**config.mk**
```make
export PLATFORM = sky130hd
export DESIGN_NAME = line_follow_stepper_controller
export DESIGN_NICKNAME = d
export VERILOG_FILES = /design/src/lfsc_pkg.sv /design/src/lfsc_core.sv /design/src/line_follow_stepper_controller.sv
export SDC_FILE = /design/constraint.sdc
export NUM_CORES = 1
export LEC_CHECK = 0
export BUFFER_PORTS_ARGS = -buffer_cell sky130_fd_sc_hd__buf_2
export CORE_AREA = 2 2 164 86
export DETAILED_ROUTE_END_ITERATION = 16
export DIE_AREA = 0 0 166 88
export GPL_TIMING_DRIVEN = 0
export PLACE_DENSITY = 0.79
export RECOVER_POWER = 100
export SLEW_MARGIN = 15
export SYNTH_ARGS = -nofsm -noshare
export SYNTH_HDL_FRONTEND = slang
export SYNTH_HIERARCHICAL = 1
export SYNTH_SLANG_ARGS = --single-unit
```
**constraint.sdc**
```tcl
create_clock -name clk -period 5.4 [get_ports clk]
set_clock_uncertainty 0.2 [all_clocks]
set_input_delay 0.54 -clock clk [delete_from_list [all_inputs] [get_ports clk]]
set_output_delay 0.54 -clock clk [all_outputs]
set_load 0.01 [all_outputs]
```
**src/lfsc_pkg.sv**
```systemverilog
package lfsc_pkg;

	// sample counter width
	localparam int TIME_W = 16;
	// width used for the window compare, wide enough for any TIME_W in 8..32
	localparam int CMP_W = 33;

	localparam int DIV_W = 16;
	localparam int WIN_W = 16;
	localparam int LIM_W = 8;
	localparam int HITS_W = 8;

	localparam logic [DIV_W-1:0] TICK_DIVIDE_RST = DIV_W'(100);
	localparam logic [WIN_W-1:0] SIGNAL_WINDOW_RST = WIN_W'(500);
	localparam logic [LIM_W-1:0] STOP_LIMIT_RST = LIM_W'(93);
	localparam logic [HITS_W-1:0] HITS_MAX = '1;

	// configuration register indexes
	localparam logic [1:0] CFG_TICK_DIVIDE = 2'd0;
	localparam logic [1:0] CFG_SIGNAL_WINDOW = 2'd1;
	localparam logic [1:0] CFG_STOP_LIMIT = 2'd2;

	// command codes
	localparam logic CMD_TICK = 1'b0;
	localparam logic CMD_RESTART = 1'b1;

	// phase patterns
	localparam logic [3:0] PH_RESTART = 4'hC;

	typedef enum logic [2:0] {
		HD_FWD = 3'd0,
		HD_LEFT = 3'd1,
		HD_RIGHT = 3'd2,
		HD_SPIN_R = 3'd3,
		HD_SPIN_L = 3'd4
	} heading_t;

	typedef struct packed {
		logic [DIV_W-1:0] tick_divide;
		logic [WIN_W-1:0] signal_window;
		logic [LIM_W-1:0] stop_limit;
	} cfg_t;

	typedef struct packed {
		logic command;
		logic [3:0] sensors;
	} item_t;

	typedef struct packed {
		logic running;
		logic stepped;
		logic [2:0] heading;
		logic [7:0] coil_drive;
	} result_t;

	// one half step; up walks 1-3-2-6-4-C-8-9
	function automatic logic [3:0] half_step(input logic [3:0] p, input logic up);
		logic [3:0] n;
		unique case (p)
			4'h9: n = up ? 4'h1 : 4'h8;
			4'h1: n = up ? 4'h3 : 4'h9;
			4'h3: n = up ? 4'h2 : 4'h1;
			4'h2: n = up ? 4'h6 : 4'h3;
			4'h6: n = up ? 4'h4 : 4'h2;
			4'h4: n = up ? 4'hC : 4'h6;
			4'hC: n = up ? 4'h8 : 4'h4;
			4'h8: n = up ? 4'h9 : 4'hC;
			default: n = PH_RESTART;
		endcase
		return n;
	endfunction

endpackage

```
**src/lfsc_core.sv**
```systemverilog
module lfsc_core
	import lfsc_pkg::*;
(
	input  logic    clk,
	input  logic    arst_n,
	input  logic    fire,
	input  item_t   item,
	input  cfg_t    cfg,
	output result_t result
);

	logic [DIV_W-1:0]  prescale_q;
	logic [TIME_W-1:0] sample_cnt_q;
	heading_t          rem_sig_q;
	logic [TIME_W-1:0] sig_time_q;
	logic [HITS_W-1:0] hits_q;
	logic              run_q;
	logic [3:0]        left_q;
	logic [3:0]        right_q;
	heading_t          last_hd_q;

	logic [DIV_W-1:0]  prescale_d;
	logic [TIME_W-1:0] sample_cnt_d;
	heading_t          rem_sig_d;
	logic [TIME_W-1:0] sig_time_d;
	logic [HITS_W-1:0] hits_d;
	logic              run_d;
	logic [3:0]        left_d;
	logic [3:0]        right_d;
	heading_t          last_hd_d;
	logic              stepped;

	logic [DIV_W-1:0]  prescale_inc;
	logic [TIME_W-1:0] sample_inc;
	logic [TIME_W-1:0] age;
	logic              in_window;
	logic [HITS_W-1:0] hits_inc;
	heading_t          hd;
	logic              stop;

	assign prescale_inc = prescale_q + DIV_W'(1);
	assign sample_inc = sample_cnt_q + TIME_W'(1);
	assign age = sample_inc - sig_time_q;
	assign in_window = CMP_W'(age) < CMP_W'(cfg.signal_window);
	assign hits_inc = (hits_q == HITS_MAX) ? hits_q : hits_q + HITS_W'(1);

	always_comb begin
		prescale_d = prescale_q;
		sample_cnt_d = sample_cnt_q;
		rem_sig_d = rem_sig_q;
		sig_time_d = sig_time_q;
		hits_d = hits_q;
		run_d = run_q;
		left_d = left_q;
		right_d = right_q;
		last_hd_d = last_hd_q;
		stepped = 1'b0;
		hd = HD_FWD;
		stop = 1'b0;

		if (item.command == CMD_RESTART) begin
			run_d = 1'b1;
			hits_d = '0;
		end else if (run_q) begin
			if (prescale_inc >= cfg.tick_divide) begin
				prescale_d = '0;
				stepped = 1'b1;
				sample_cnt_d = sample_inc;
				unique case (item.sensors)
					4'h0: if (in_window) begin
						hd = rem_sig_q;
					end
					4'h2, 4'hA: begin
						hd = HD_LEFT;
						rem_sig_d = HD_SPIN_R;
						sig_time_d = sample_inc;
					end
					4'h3, 4'hB: hd = HD_LEFT;
					4'h4, 4'h5: begin
						hd = HD_RIGHT;
						rem_sig_d = HD_SPIN_L;
						sig_time_d = sample_inc;
					end
					4'hC, 4'hD: hd = HD_RIGHT;
					4'h6: begin
						hits_d = hits_inc;
						stop = hits_inc > cfg.stop_limit;
					end
					4'h7: begin
						rem_sig_d = HD_SPIN_L;
						sig_time_d = sample_inc;
					end
					4'hE: begin
						rem_sig_d = HD_SPIN_R;
						sig_time_d = sample_inc;
					end
					default: hd = HD_FWD;
				endcase

				if (stop) begin
					// stopping sample holds the phases
					last_hd_d = HD_FWD;
					run_d = 1'b0;
				end else begin
					last_hd_d = hd;
					unique case (hd)
						HD_FWD: begin
							right_d = half_step(right_q, 1'b1);
							left_d = half_step(left_q, 1'b0);
						end
						HD_LEFT: left_d = half_step(left_q, 1'b0);
						HD_RIGHT: right_d = half_step(right_q, 1'b1);
						HD_SPIN_R: begin
							right_d = half_step(right_q, 1'b1);
							left_d = half_step(left_q, 1'b1);
						end
						HD_SPIN_L: begin
							left_d = half_step(left_q, 1'b0);
							right_d = half_step(right_q, 1'b0);
						end
						default: begin
							left_d = left_q;
							right_d = right_q;
						end
					endcase
				end
			end else begin
				prescale_d = prescale_inc;
			end
		end

		result.running = run_d;
		result.stepped = stepped;
		result.heading = last_hd_d;
		result.coil_drive = run_d ? {right_d, left_d} : 8'h00;
	end

	always_ff @(posedge clk or negedge arst_n) begin
		if (!arst_n) begin
			prescale_q <= '0;
			sample_cnt_q <= '0;
			rem_sig_q <= HD_FWD;
			sig_time_q <= '0;
			hits_q <= '0;
			run_q <= 1'b0;
			left_q <= '0;
			right_q <= '0;
			last_hd_q <= HD_FWD;
		end else if (fire) begin
			prescale_q <= prescale_d;
			sample_cnt_q <= sample_cnt_d;
			rem_sig_q <= rem_sig_d;
			sig_time_q <= sig_time_d;
			hits_q <= hits_d;
			run_q <= run_d;
			left_q <= left_d;
			right_q <= right_d;
			last_hd_q <= last_hd_d;
		end
	end

endmodule

```
**src/line_follow_stepper_controller.sv**
```systemverilog
// line follower with half-step stepper drive
//
// input stream: one request per timer tick or restart. s_tuser carries the
// command (0 tick, 1 restart), s_tdata[3:0] the four line sensor bits.
// output stream: exactly one result per request, in order. m_tdata packs
// coil_drive, heading, stepped and running from the low bit up.
// config channel: cfg_index selects tick_divide (0), signal_window (1) or
// stop_limit (2); other indexes are accepted and dropped. cfg_ready is
// always high. write only while no request is in flight.
//
// a request is accepted into the input register and its result is
// loaded into the output register, which raises m_tvalid, once the
// output slot is free.
// throughput: one request per cycle while the receiver takes results;
// the state update between the two registers is combinational.
// when the receiver stalls the output register holds and the input
// register still takes one more request; s_tready drops only when both
// are full. reset empties both registers, loads the register defaults
// (100, 500, 93) and leaves the controller stopped until a restart.
module line_follow_stepper_controller
	import lfsc_pkg::*;
(
	input  logic        clk,
	input  logic        arst_n,
	// input stream
	input  logic        s_tvalid,
	output logic        s_tready,
	input  logic [7:0]  s_tdata,   // [3:0] sensors, [7:4] zero
	input  logic        s_tuser,   // [0] command
	// output stream
	output logic        m_tvalid,
	input  logic        m_tready,
	output logic [15:0] m_tdata,   // [7:0] coil_drive, [10:8] heading, [11] stepped,
	                               // [12] running, [15:13] zero
	// configuration writes
	input  logic        cfg_valid,
	output logic        cfg_ready,
	input  logic [1:0]  cfg_index,
	input  logic [15:0] cfg_data
);

	// input register
	logic    valid_s1;
	item_t   item_s1;
	// output register
	logic    out_valid_q;
	result_t out_q;
	// configuration registers
	cfg_t    cfg_q;

	result_t result;
	logic    advance;

	// the item in the input register moves on when the output slot frees up
	assign advance = valid_s1 && (!out_valid_q || m_tready);
	assign s_tready = !valid_s1 || advance;
	assign cfg_ready = 1'b1;

	always_ff @(posedge clk or negedge arst_n) begin
		if (!arst_n) begin
			valid_s1 <= 1'b0;
		end else if (s_tready) begin
			valid_s1 <= s_tvalid;
		end
	end

	always_ff @(posedge clk) begin
		if (s_tready && s_tvalid) begin
			item_s1.command <= s_tuser;
			item_s1.sensors <= s_tdata[3:0];
		end
	end

	// per-request state update and result
	lfsc_core u_core (
		.clk    (clk),
		.arst_n (arst_n),
		.fire   (advance),
		.item   (item_s1),
		.cfg    (cfg_q),
		.result (result)
	);

	always_ff @(posedge clk or negedge arst_n) begin
		if (!arst_n) begin
			out_valid_q <= 1'b0;
		end else if (!out_valid_q || m_tready) begin
			out_valid_q <= valid_s1;
		end
	end

	always_ff @(posedge clk) begin
		if (advance) begin
			out_q <= result;
		end
	end

	assign m_tvalid = out_valid_q;
	assign m_tdata = {3'b000, out_q};

	always_ff @(posedge clk or negedge arst_n) begin
		if (!arst_n) begin
			cfg_q.tick_divide <= TICK_DIVIDE_RST;
			cfg_q.signal_window <= SIGNAL_WINDOW_RST;
			cfg_q.stop_limit <= STOP_LIMIT_RST;
		end else if (cfg_valid && cfg_ready) begin
			unique case (cfg_index)
				CFG_TICK_DIVIDE: cfg_q.tick_divide <= cfg_data;
				CFG_SIGNAL_WINDOW: cfg_q.signal_window <= cfg_data;
				CFG_STOP_LIMIT: cfg_q.stop_limit <= cfg_data[LIM_W-1:0];
				default: cfg_q <= cfg_q;
			endcase
		end
	end

	// coils are never energized while stopped
	assert property (@(posedge clk) disable iff (!arst_n)
		m_tvalid |-> (m_tdata[12] || m_tdata[7:0] == 8'h00))
		else $error("coil drive nonzero while stopped");

	// heading stays within the five codes
	assert property (@(posedge clk) disable iff (!arst_n)
		m_tvalid |-> (m_tdata[10:8] <= 3'd4))
		else $error("heading out of range");

	// a restart reports running and never steps
	assert property (@(posedge clk) disable iff (!arst_n)
		(advance && item_s1.command == CMD_RESTART) |=>
		(m_tvalid && m_tdata[12] && !m_tdata[11]))
		else $error("restart result wrong");

	// a pending request is not lost while the output is stalled
	assert property (@(posedge clk) disable iff (!arst_n)
		(valid_s1 && !advance) |=> valid_s1)
		else $error("input register dropped a request");

endmodule

```
* Word level (Yosys, flattened, before mapping)
Memory sizes are Yosys's and may differ from the RTL's.
Index checks and enable logic that the tools add are counted.
** Word-level totals
- Bits in registers :: 131
- ROM bits :: 512
- Input bits :: 32
- Output and inout bits :: 19
- Logic and storage cells :: 117
- Memories kept :: 8
** Memories
- (no name shown) :: words 16, bits a word 4, read ports 1, clocked after Yosys merged registers in 0, write ports 0, line lfsc_pkg.sv:59 : unique case (p)
- (no name shown) :: words 16, bits a word 4, read ports 1, clocked after Yosys merged registers in 0, write ports 0, line lfsc_pkg.sv:59
- (no name shown) :: words 16, bits a word 4, read ports 1, clocked after Yosys merged registers in 0, write ports 0, line lfsc_pkg.sv:59
- (no name shown) :: words 16, bits a word 4, read ports 1, clocked after Yosys merged registers in 0, write ports 0, line lfsc_pkg.sv:59
- (no name shown) :: words 16, bits a word 4, read ports 1, clocked after Yosys merged registers in 0, write ports 0, line lfsc_pkg.sv:59
- (no name shown) :: words 16, bits a word 4, read ports 1, clocked after Yosys merged registers in 0, write ports 0, line lfsc_pkg.sv:59
- 2 more memories
** Cells by class
- Add/subtract/negate cells :: 4
- $lt $le $gt $ge :: 3
- Equal/unequal tests :: 18
- Multiplexer cells :: 35
- Bitwise logic cells :: 2
- Reductions and logical operators :: 27
** Operators by type and width (number)
- $mux W8 :: 5
- $add A16 B1 Y16 const B :: 2
- $mux W4 :: 8
- $pmux W4 S4 :: 2
- $mux W3 :: 8
- $eq A4 B4 Y1 const B :: 5
- $eq A4 B3 Y1 const B :: 4
- $ge A16 B16 Y1 :: 1
- $lt A16 B16 Y1 :: 1
- $mux W16 :: 1
- $sub A16 B16 Y16 :: 1
- $reduce_and A5 Y1 :: 2
- $mux W1 :: 9
- $pmux W3 S3 :: 1
- $add A8 B1 Y8 const B :: 1
- $eq A4 B2 Y1 const B :: 2
- $eq A8 B8 Y1 const B :: 1
- $gt A8 B8 Y1 :: 1
- $reduce_and A4 Y1 :: 2
- $reduce_bool A2 Y1 :: 4
- $reduce_or A4 Y1 :: 2
- $eq A3 B2 Y1 const B :: 2
- $pmux W3 S2 :: 1
- $reduce_and A2 Y1 :: 3
- other kinds (15) :: 20

* Logic depth before layout (Yosys ltp)
- Word-level depth :: 14
- Depth in mapped cells :: 22
- Mapped depth without buffers :: 22

* Cells and area by module
The synthesis kept the hierarchy.
** Modules (own cells, without submodules)
- lfsc_core :: instances 1, cells each 675, area an instance 5622.9 um^2, seq. area each 1751.7 um^2
- line_follow_stepper_controller :: instances 1, cells each 117, area an instance 2195.9 um^2, seq. area each 1609.0 um^2

* Worst setup path before layout
No wires, ideal clock.
- Path type :: register to register
- Start point :: register u_core.sample_cnt_q[0]
- End point :: register out_q, in the netlist m_tdata[3], data pin
- Library setup time :: 0.256 ns
- Arrival time :: 4.341 ns
- Required time :: 4.944 ns
- Slack :: 0.603 ns
- Stages on the path, launching flop included :: 22
- Buffers on the path :: 0
- Clock period less this slack :: 4.797 ns
- Cells stage by stage :: dfrtp_1 -> ha_1 -> nand3_1 -> xnor2_1 -> ha_1 -> nand3_1 -> nand2_1 -> a41o_1 -> o41ai_2 -> nor2_1 -> or3_1 -> a21oi_1 -> xnor2_1 -> ha_1 -> a21o_1 -> a221oi_1 -> inv_1 -> o21bai_2 -> nand3_2 -> nand2_1 -> o21ai_0 -> a22o_1
** Between the ends
- Word-level cells in the longest chain between the ends :: 14
- Elaborated cells between the ends (all ways) :: 17
- Classes of those cells :: add/sub (2); order compare (1); eq/ne (3); mux (10); reduce/logical (1)
** RTL lines
- start, declared :: line lfsc_core.sv:13 : logic [TIME_W-1:0] sample_cnt_q;
- start signal, assigned :: line lfsc_core.sv:151 : sample_cnt_q <= sample_cnt_d;
- $add A16 B1 Y16 * :: line lfsc_core.sv:42 : assign sample_inc = sample_cnt_q + TIME_W'(1);
- named net u_core.sample_inc[4] :: line lfsc_core.sv:34 : logic [TIME_W-1:0] sample_inc;
- $sub A16 B16 Y16 * :: line lfsc_core.sv:43 : assign age = sample_inc - sig_time_q;
- $lt A16 B16 Y1 * :: line lfsc_core.sv:44 : assign in_window = CMP_W'(age) < CMP_W'(cfg.signal_window);
- $mux W3 * :: line lfsc_core.sv:70 : 4'h0: if (in_window) begin
- $pmux W3 S3 * :: line lfsc_core.sv:69 : unique case (item.sensors)
- $mux W3 * :: line lfsc_core.sv:65 : if (prescale_inc >= cfg.tick_divide) begin
- $mux W3 * :: line lfsc_core.sv:64 : end else if (run_q) begin
- $mux W3 * :: line lfsc_core.sv:61 : if (item.command == CMD_RESTART) begin
- $eq A3 B3 Y1, or another cell as far along :: line lfsc_core.sv:106 : unique case (hd)
- $pmux W4 S4 * :: line lfsc_core.sv:106
- $mux W4 * :: line lfsc_core.sv:100 : if (stop) begin
- $mux W4 * :: line lfsc_core.sv:65
- $mux W4 * :: line lfsc_core.sv:64
- $mux W4 * :: line lfsc_core.sv:61
- end signal, assigned :: line line_follow_stepper_controller.sv:94 : out_q <= result;
- end, declared :: line line_follow_stepper_controller.sv:47 : result_t out_q;
Mark *: on every way through the listed nets, which the timed path passes. The rest lies on a longest branch. The select of a mux whose other input is x is not followed.
A chain may end at the register's enable or synchronous reset.

* Worst setup path in the final report
- Start point :: register u_core.sample_cnt_q[1]
- End point :: register out_q, in the netlist m_tdata[6], data pin
** Between the ends
- Word-level cells in the longest chain between the ends :: 14
- Elaborated cells between the ends (all ways) :: 17
- Classes of those cells :: add/sub (2); order compare (1); eq/ne (3); mux (10); reduce/logical (1)
** RTL lines (line)
- $add A16 B1 Y16 * :: lfsc_core.sv:42
- named net u_core.sample_inc[4] :: lfsc_core.sv:34
- $sub A16 B16 Y16 * :: lfsc_core.sv:43
- $lt A16 B16 Y1 * :: lfsc_core.sv:44
- $mux W3 * :: lfsc_core.sv:70
- $pmux W3 S3 * :: lfsc_core.sv:69
- $mux W3 * :: lfsc_core.sv:65
- $mux W3 * :: lfsc_core.sv:64
- $mux W3 * :: lfsc_core.sv:61
- $eq A3 B3 Y1, or another cell as far along :: lfsc_core.sv:106
- $pmux W4 S4 * :: lfsc_core.sv:106
- $mux W4 * :: lfsc_core.sv:100
- $mux W4 * :: lfsc_core.sv:65
- $mux W4 * :: lfsc_core.sv:64
- $mux W4 * :: lfsc_core.sv:61
Marked as above.

==> metrics.yaml <==
power:
  leakage_uw: 0.004329
  switching_share_pct: 25.76
  pwr-share-comb_pct: 13.6
  seqPwrFrac_pct: 41.3
  clockPowerShare_pct: 45.1
  internal_power_uw: 2077
  peakVddDrop_mv: 0.1868
  p_sw_uw: 720.7
  powerDensity_nw_per_um2: 306.5
clocking:
  cts_tree: "done"
  clock_sinks: 130
  cts_buffer_depth: 2
  clk_pin_slew_ps: 60
  root_buffer: "clkbuf_16"
  cts_buffers: 17
  clk_latency_ps: 420
  cts_max_level: 4
synthesis:
  synth_edf_count: 18
  synth_top_area_share_pct: 31.37
  ys_ff_latch: 130
  synth.most_common_cell: "dfrtp_1"
  avgSynthCellArea_um2: 9.872
  ys_top_cells_by_count: "dfrtp_1, inv_1, nand2_1, nor2_1, ha_1"
  synthFlopType: "dfrtp_1"
  syn_inst: 792
  ys_types: 68
  ys_seq_area_share_pct: 42.98
  synth.area.top_cells: "dfrtp_1, ha_1, edfxtp_1, mux2_2, dfstp_2"
  synth_area_um2: 7819
  synth_top_area_cell: "dfrtp_1"
  synth_warnings: 6
  synthArstFlopShare_pct: 86.15
timing:
  fmax_mhz: 189.4
  setup_viol: 0
  worst_pin_slew_ps: 3087
  slew_headroom_pct: -105.8
  fin_ws_ps: 121.3
  timing_hold_violations_final: 0
  finalCriticalPeriod_ps: 5279
  finalCritPeriodShare_pct: 97.75
  finalMaxSlewViolations: 53
drt:
  wl_per_cell_um: 17.82
  viasPerCell: 5.911
  route.vias.total: 6218
  antenna_left: 0
  wl_um: 18750
  drt-initial-drc-count: 558
  first_pass_iters: 5
  drc: 0
job:
  cap_violations: 1
critical_path:
  crit_chain: "ha_4, nand3_2, xnor2_2, ha_4, nand3_1, nand2_1, a41o_1, o41ai_4, nor2_1, or3_1, a21oi_1, xnor2_1, ha_1, a21o_1, a221oi_4, inv_1, o21bai_4, nand3_4, o21a_1, or3_1, o21ai_1"
  r2r_setup_slack_ps: 120
  worst_path_max_delay_cell: "dfrtp_1"
  required_ps: 5460
  worst-endpoint-arrival_ps: 5340
  r2r_end: "m_tdata[6]"
  reg2reg_depth: 21
  crit_path_end_kind: "flop"
  worstReg2RegStart: "u_core/sample_cnt_q[1]"
  crit_type: "reg -> reg"
  critical-path-max-stage-delay_ps: 430
  critPathLaunchType: "flop"
  critPathMaxFanout: 5
hold_path:
  hold-path-cell-count: 1
  min_path_type: "in -> reg"
  min-delay-start: "s_tdata[1]"
  holdPathEnd: "item_s1[1]"
finish:
  n_antenna_cell: 0
  area_delta_synth_final_pct: 16.72
  drive_gt1_share_pct: 18.49
  fin_util_pct: 69.27
  layout.nets: 953
  fill_cells: 951
floorplan:
  die_w_um: 166
  dieArea_um2: 14610
  core_um2: 13180
  start_util_pct: 59.34
  rows: 30
  die_y_um: 88
  io_pins: 51
placement:
  dp_hpwl_um: 13330
  place_congestion: 0.8819
  io_buffers: 42
  pre_cts_slack_ps: -366.1
global_routing:
  grt_first_pass_wirelength_um: 30020
  grt_max_degree: 61
  grt_overflow_total: 0
  antenna_found_initial: 0
  grt_pass1_vias: 5770
  grt_use_total_pct: 26.37
outcome:
  violations: "capacitance limit, slew limit"
  status: "complete, but fails checks"
## logic make-up after synthesis
logic type / share of synthesized area (%)
buffers and inverters: 4.913
AND/OR/NAND/NOR: 14.72
other: 0.09605
flip-flops: 42.98
XOR/XNOR: 6.721
AO/OA/AOI/OAI: 14.19
multiplexers: 6.993
adder cells (fa/ha/maj): 9.377
## placed cells by master (no fill, tap or decap), types with 8 or more instances in the layout
cell / count
a21o_1: 12
a21oi_1: 42
a22o_1: 13
a31oi_1: 8
and3_1: 13
buf_2: 25
buf_4: 10
clkbuf_1: 36
clkbuf_16: 18
dfrtp_1: 96
dfstp_2: 14
edfxtp_1: 18
ha_1: 55
inv_1: 64
mux2_2: 44
nand2_1: 64
nand2b_1: 16
nand3_1: 21
nor2_1: 63
nor3_1: 12
o21ai_0: 44
xnor2_1: 35
xor2_1: 22
## worst max-delay path: cells and delay by family, from the launching register on
family	cells	cell delay, ps
AOI/OAI and AO/OA	8	2020
adders and majority gates	3	690
and+or+nand+nor	7	1230
DFF	1	430
buffers and inverters	1	140
xor gates and xnor gates	2	410
## per-layer routing
| metal | global-route usage [%] | share of wire (%) | vias to the layer above |
|---|---|---|---|
| li1 | - | - | 2904 |
| met1 | 40.89 | 50 | 3052 |
| met2 | 36.55 | 40 | 245 |
| met3 | 6.778 | 8.6 | 17 |
| met4 | 6.403 | 1.0 | 0 |
| met5 | 0 | 0 | - |
## worst max-delay path by stage
stage	start	to	slack [ps]
2_1_floorplan	u_core/sample_cnt_q[0]	m_tdata[3]	600
3_3_place_gp	u_core/sample_cnt_q[0]	m_tdata[5]	-250
3_5_place_dp	u_core/sample_cnt_q[0]	m_tdata[0]	-370
4_1_cts	u_core/sample_cnt_q[0]	m_tdata[0]	3
5_1_grt	u_core/sample_cnt_q[1]	m_tdata[3]	-50
6_report	u_core/sample_cnt_q[1]	m_tdata[6]	120
## sequential cells by signal (all words and copies together) (netlist names)
name	count
cfg_q	40
u_core/prescale_q	16
u_core/sample_cnt_q	16
u_core/sig_time_q	16
m_tdata	13
u_core/hits_q	8
item_s1	5
u_core/left_q	4
u_core/right_q	4
u_core/last_hd_q	3
u_core/rem_sig_q	2
m_tvalid	1
u_core/run_q	1
valid_s1	1
## power by group through the flow
stage | Combinational (uW) | Sequential, uW | Clock, uW
6_report | 380 | 1160 | 1260
5_1_grt | 428 | 1170 | 1320
4_1_cts | 373 | 1150 | 1280
3_5_place_dp | 361 | 1170 | 0
3_3_place_gp | 343 | 1160 | 0
2_1_floorplan | 247 | 1160 | 0
## layout make-up
class / instances / area, um2 / area share, %
Clock buffer: 20 / 467.9 / 5.128
Multi-Input combinational cell: 573 / 4258 / 46.65
Inverter: 64 / 240.2 / 2.632
Timing Repair Buffer: 50 / 270.3 / 2.961
Tap cell: 176 / 220.2 / 2.413
Sequential cell: 130 / 3363 / 36.85
Buffer: 27 / 128.9 / 1.412
Clock inverter: 12 / 177.7 / 1.947
## timing repair
action | in CTS | in global routing
endpoints found under the hold margin | 44 | 0
setup buffers | 0 | 6
setup endpoints to repair | 20 | 53
gates resized for setup | 8 | 24
hold buffers | 1 | 0
pin swaps | 0 | 7
## through the flow
step / power, uW / instances / hold slack, ps / instance area, um2 / setup TNS (ps)
final: 2798 / 1052 / 97.77 / 9126 / 0
after global routing: 2913 / 1052 / 83.16 / 9126 / -259.6
after CTS: 2803 / 1046 / 87.40 / 8997 / 0
after detailed placement: 1531 / 1013 / 275.7 / 8290 / -4849
after global placement: 1508 / 1012 / 263.6 / 8257 / -2892
after floorplan: 1403 / 794 / 44.41 / 7826 / 0
(Power assumes the default switching activity.)
